<file path="src/rtl/core/sads_pkg.sv">
`timescale 1ns / 1ps

package sads_pkg;

   // default configuration
   localparam int DEF_MAX_LEN  = 1024;
   localparam int DEF_ALPHABET = 26;

   // fixed field widths
   localparam int SYM_W   = 5;
   localparam int COUNT_W = 20;

   // controller states
   typedef enum logic [2:0] {
      ST_INIT,
      ST_IDLE,
      ST_CUR,
      ST_WALK,
      ST_Q,
      ST_LQ,
      ST_RED,
      ST_FIN
   } state_type;

   // datapath operations
   typedef enum logic [3:0] {
      OP_NONE,
      OP_INIT,
      OP_ACCEPT_WORK,
      OP_ACCEPT_SKIP,
      OP_CUR,
      OP_WALK_ADD,
      OP_WALK_HIT,
      OP_Q_LINK,
      OP_Q_CLONE,
      OP_LQ,
      OP_RED_SET,
      OP_FIN
   } op_type;

   typedef struct packed {
      op_type op;
   } cmd_type;

   typedef struct packed {
      logic sym_ok;
      logic full;
      logic hit;
      logic link_valid;
      logic len_match;
      logic red_match;
      logic rsp_busy;
   } status_type;

endpackage

</file>
<file path="src/rtl/core/sads_ctrl.sv">
`timescale 1ns / 1ps

module sads_ctrl (
   input  logic                 clock,
   input  logic                 reset,
   input  logic                 req_valid,
   output logic                 req_ready,
   input  sads_pkg::status_type status,
   output sads_pkg::cmd_type    cmd
);

   sads_pkg::state_type state_ff, state_in;

   // next state
   always_comb begin
      state_in = state_ff;
      unique case (state_ff)
         sads_pkg::ST_INIT: state_in = sads_pkg::ST_IDLE;
         sads_pkg::ST_IDLE: begin
            if (req_valid && !status.rsp_busy && status.sym_ok && !status.full) begin
               state_in = sads_pkg::ST_CUR;
            end
         end
         sads_pkg::ST_CUR: state_in = sads_pkg::ST_WALK;
         sads_pkg::ST_WALK: begin
            if (status.hit) begin
               state_in = sads_pkg::ST_Q;
            end else if (!status.link_valid) begin
               state_in = sads_pkg::ST_FIN;
            end
         end
         sads_pkg::ST_Q: begin
            state_in = status.len_match ? sads_pkg::ST_FIN : sads_pkg::ST_LQ;
         end
         sads_pkg::ST_LQ: state_in = sads_pkg::ST_RED;
         sads_pkg::ST_RED: begin
            if (!status.red_match || !status.link_valid) begin
               state_in = sads_pkg::ST_FIN;
            end
         end
         sads_pkg::ST_FIN: state_in = sads_pkg::ST_IDLE;
         default: state_in = sads_pkg::ST_INIT;
      endcase
   end

   // outputs
   always_comb begin
      req_ready = 1'b0;
      cmd.op    = sads_pkg::OP_NONE;
      unique case (state_ff)
         sads_pkg::ST_INIT: cmd.op = sads_pkg::OP_INIT;
         sads_pkg::ST_IDLE: begin
            req_ready = !status.rsp_busy;
            if (req_valid && !status.rsp_busy) begin
               cmd.op = (status.sym_ok && !status.full) ?
                        sads_pkg::OP_ACCEPT_WORK : sads_pkg::OP_ACCEPT_SKIP;
            end
         end
         sads_pkg::ST_CUR: cmd.op = sads_pkg::OP_CUR;
         sads_pkg::ST_WALK: begin
            cmd.op = status.hit ? sads_pkg::OP_WALK_HIT : sads_pkg::OP_WALK_ADD;
         end
         sads_pkg::ST_Q: begin
            cmd.op = status.len_match ? sads_pkg::OP_Q_LINK : sads_pkg::OP_Q_CLONE;
         end
         sads_pkg::ST_LQ: cmd.op = sads_pkg::OP_LQ;
         sads_pkg::ST_RED: begin
            cmd.op = status.red_match ? sads_pkg::OP_RED_SET : sads_pkg::OP_NONE;
         end
         sads_pkg::ST_FIN: cmd.op = sads_pkg::OP_FIN;
         default: cmd.op = sads_pkg::OP_NONE;
      endcase
   end

   // state register
   always_ff @(posedge clock) begin
      if (reset) begin
         state_ff <= sads_pkg::ST_INIT;
      end else begin
         state_ff <= state_in;
      end
   end

endmodule

</file>
<file path="config.mk">
export PLATFORM = sky130hd
export DESIGN_NAME = sads_ctrl
export DESIGN_NICKNAME = d
export VERILOG_FILES = /design/src/rtl/core/sads_pkg.sv /design/src/rtl/core/sads_ctrl.sv
export SDC_FILE = /design/constraint.sdc
export NUM_CORES = 1
export LEC_CHECK = 0
export BUFFER_PORTS_ARGS = -buffer_cell sky130_fd_sc_hd__buf_4
export CELL_PAD_IN_SITES_DETAIL_PLACEMENT = 1
export CELL_PAD_IN_SITES_GLOBAL_PLACEMENT = 2
export CORE_MARGIN = 2
export CORE_UTILIZATION = 23
export CTS_CLUSTER_DIAMETER = 50
export DETAILED_ROUTE_END_ITERATION = 8
export GPL_TIMING_DRIVEN = 1
export MAX_ROUTING_LAYER = met4
export PLACE_DENSITY = 0.78
export REMOVE_ABC_BUFFERS = 1
export SLEW_MARGIN = 10
export SYNTH_ARGS = -nofsm -noshare
export SYNTH_HDL_FRONTEND = slang
export SYNTH_SLANG_ARGS = --single-unit
</file>
<file path="constraint.sdc">
create_clock -name clock -period 1.2 [get_ports clock]
set_input_delay 0.12 -clock clock [delete_from_list [all_inputs] [get_ports clock]]
set_output_delay 0.12 -clock clock [all_outputs]
set_load 0.1 [all_outputs]
</file>
==> results.sh <==
export IMPL_die_height_um=42.4
export IMPL_min_path_cells=2
export IMPL_clock_path_buffers=2
export IMPL_swShare=0.431
export IMPL_synth_distinct_cells=22
export IMPL_slowest_delay_ns=0.37
export IMPL_n_fill_cell=149
export IMPL_rsz0062_at_grt="true"
export IMPL_wl_per_cell_um=14.5
export IMPL_drive_above_1_share=0.732
export IMPL_critPathSlowestCell="dfxtp_4"
export IMPL_dp_hpwl_um=835
export IMPL_drt_first_pass_iters=2
export IMPL_gp_congestion=0.763
export IMPL_required_ns=1.08
export IMPL_start_util=0.254
export IMPL_violations="setup timing"
export IMPL_hp_class="in2reg"
export IMPL_placed_area_um2=519
export IMPL_dieArea_mm2=0.00180
export IMPL_core_mm2=0.00133
export IMPL_cp_end_kind="primary output"
export IMPL_ys_ff_latch=3
export IMPL_power_internal_w=0.000444
export IMPL_cts_sinks=3
export IMPL_tightest_slew_ns=0.285
export IMPL_cts_buffers=3
export IMPL_finalClockSkew_ns=0.00273
export IMPL_min_period_ns=1.48
export IMPL_clk_pin_slew_worst_paths_ns=0.04
export IMPL_r2r_setup_slack_ns=0.02
export IMPL_insertion_delay_ns=0.23
export IMPL_top_register="state_ff"
export IMPL_path_cells="o41ai_2 -> a22o_1 -> buf_12"
export IMPL_grt_max_degree=9
export IMPL_dp_cells=79
export IMPL_htree_levels=1
export IMPL_power_leakage_nw=0.326
export IMPL_fin_nets=82
export IMPL_rr_endpoint="state_ff[0]"
export IMPL_ys_warn_count=0
export IMPL_crit_type="reg2out"
export IMPL_grtUsageTotal=0.164
export IMPL_path_depth=3
export IMPL_drc_errors=0
export IMPL_switchingPower_w=0.000336
export IMPL_overflow=0
export IMPL_setup_viol=5
export IMPL_fin_util=0.538
export IMPL_drv_slew=0
export IMPL_path_delay_family="compound AO/OA/AOI/OAI gates"
export IMPL_p_per_area_mw_per_mm2=1090
export IMPL_synth_cells=41
export IMPL_reg2reg_depth=5
export IMPL_drt_iter0_markers=2
export IMPL_path_buf_inv=1
export IMPL_grt_antenna_before_repair=0
export IMPL_finalHoldViolations=0
export IMPL_seqCellArea_um2=68.8
export IMPL_status="finished, violations left"
export IMPL_reg_largest_list="state_ff: 3 flops"
export IMPL_cp_max_fo=7
export IMPL_avgSynthCellArea_um2=8.27
export IMPL_holdCritStartpoint="reset"
export IMPL_p_comb_frac=0.600
export IMPL_grt_pass1_wl_um=2250
export IMPL_critPathLaunchType="register"
export IMPL_fin_crit_sh=1.23
export IMPL_pin_count=15
export IMPL_peakVddDrop_mv=0.560
export IMPL_r2r_start="state_ff[2]"
export IMPL_total_power_w=0.000780
export IMPL_clockRootBuffer="clkbuf_4"
export IMPL_final_cells=86
export IMPL_slew_headroom=0.809
export IMPL_grt_pass1_vias=478
export IMPL_largest_reg_flops=3
export IMPL_synth_area_um2=339
export IMPL_crit_arrival_ns=1.36
export IMPL_seq_area_frac_synth=0.177
export IMPL_routed_wl_um=1240
export IMPL_port_buffers=14
export IMPL_p_seq_frac=0.166
export IMPL_setup_ws_ns=-0.275
export IMPL_cts_tree="built"
export IMPL_area_growth_syn_to_layout_pct=111
export IMPL_fp_row_count=13
export IMPL_dp_slack_ns=-0.230
export IMPL_fmax_ghz=0.678
export IMPL_cap_violations=0
export IMPL_holdPathEnd="state_ff[0]"
export IMPL_dieWidth_um=42.4
export IMPL_multi_input_comb_area_um2=294
export IMPL_design_area_um2=717
export IMPL_vias_per_cell=4.85
export IMPL_vias=417
export IMPL_clkPwrFrac=0.234
export IMPL_diodes=0
export IMPL_antenna_left=0
-- cells in the mapped netlist --
cell type  count  area, um2
o32ai_1        1       8.76
and4bb_1       1       12.5
nor3_1         1       5.00
nand2b_1       1       6.26
nand2_1        4       15.0
a221oi_2       1       15.0
a21boi_0       1       7.51
nand2b_2       1       8.76
inv_1          5       18.8
o21ai_0        4       20.0
buf_6          3       33.8
a221oi_1       1       8.76
a22o_1         2       17.5
a31o_2         1       8.76
a21oi_1        2       10.0
nor2b_4        1       13.8
a211o_1        2       17.5
nand2b_4       2       27.5
nor2_1         2       7.51
dfxtp_1        3       60.1
o41ai_1        1       8.76
a211oi_1       1       7.51
-- per-layer routing --
metal / part of all wire / up-vias / routed length (um) / track usage
li1: - / 210 / - / -
met1: 0.45 / 200 / 564 / 0.202
met4: 0 / 0 / 0 / 0.0563
met2: 0.52 / 7 / 647 / 0.277
met5: 0 / - / 0 / -
met3: 0.026 / 0 / 32 / 0.0172
-- cell usage in the layout, fill, tap and decap left out --
master    synthesis  layout
buf_4             0      19
buf_6             3       6
inv_1             5       4
nand2b_4          2       4
nand2_1           4       4
buf_12            0       4
o21ai_2           0       3
clkbuf_4          0       3
a22o_1            2       2
a211o_1           2       2
a221oi_2          1       2
dfxtp_4           0       2
o41ai_2           0       1
nor2b_4           1       1
nor2_2            0       1
inv_2             0       1
a21oi_2           0       1
a21boi_2          0       1
nor2_1            2       1
a31o_4            0       1
nor3_4            0       1
and4bb_1          1       1
o32ai_1           1       1
a211oi_1          1       1
o21ai_0           4       1
a21oi_1           2       1
clkbuf_1          0       1
dfxtp_2           0       1
-- worst max path at each step --
stage / startpoint / endpoint / slack (ns)
floorplan: state_ff[2] / cmd[0] / -1.87
global placement: state_ff[1] / cmd[1] / -0.22
detailed placement: state_ff[1] / cmd[1] / -0.23
CTS: state_ff[1] / cmd[3] / -0.29
global route: state_ff[1] / cmd[1] / -0.32
finish: state_ff[2] / cmd[1] / -0.28
-- kinds of logic (layout without fill, tap and decap cells) --
| family | count (synthesis) | count (layout) | synth area share |
|---|---|---|---|
| AOI/OAI and AO/OA | 17 | 17 | 0.384 |
| buffers and inverters | 8 | 38 | 0.155 |
| DFF | 3 | 3 | 0.177 |
| and+or+nand+nor | 13 | 13 | 0.284 |
-- repair_timing --
action	in CTS	in global routing
gates resized for setup	36	5
buffers inserted	2	1
endpoints found under the setup margin	6	6
pin swaps	5	3
cloned	0	0
hold buffers	0	0
-- power by group through the flow --
stage	Clock [W]	Combinational, W	Sequential (W)
global route	0.000201	0.000492	0.000131
detailed placement	0	0.000356	0.000127
floorplan	0	0.000225	0.000130
finish	0.000182	0.000468	0.000129
CTS	0.000189	0.000453	0.000130
global placement	0	0.000354	0.000127
-- per-stage QoR --
step / hold slack (ns) / TNS, ns
after floorplan: 0.186 / -5.69
after global placement: 0.307 / -0.674
after global routing: 0.0590 / -1.38
final: 0.0594 / -1.06
after detailed placement: 0.310 / -0.661
after CTS: 0.0520 / -1.17
-- final cells by class --
class,instances,area share
Clock buffer,4,0.0366
Timing Repair Buffer,29,0.405
Inverter,5,0.0262
Tap cell,15,0.0262
Multi-Input combinational cell,30,0.410
Sequential cell,3,0.0960
Note: power is estimated with default switching activity, not from simulation.
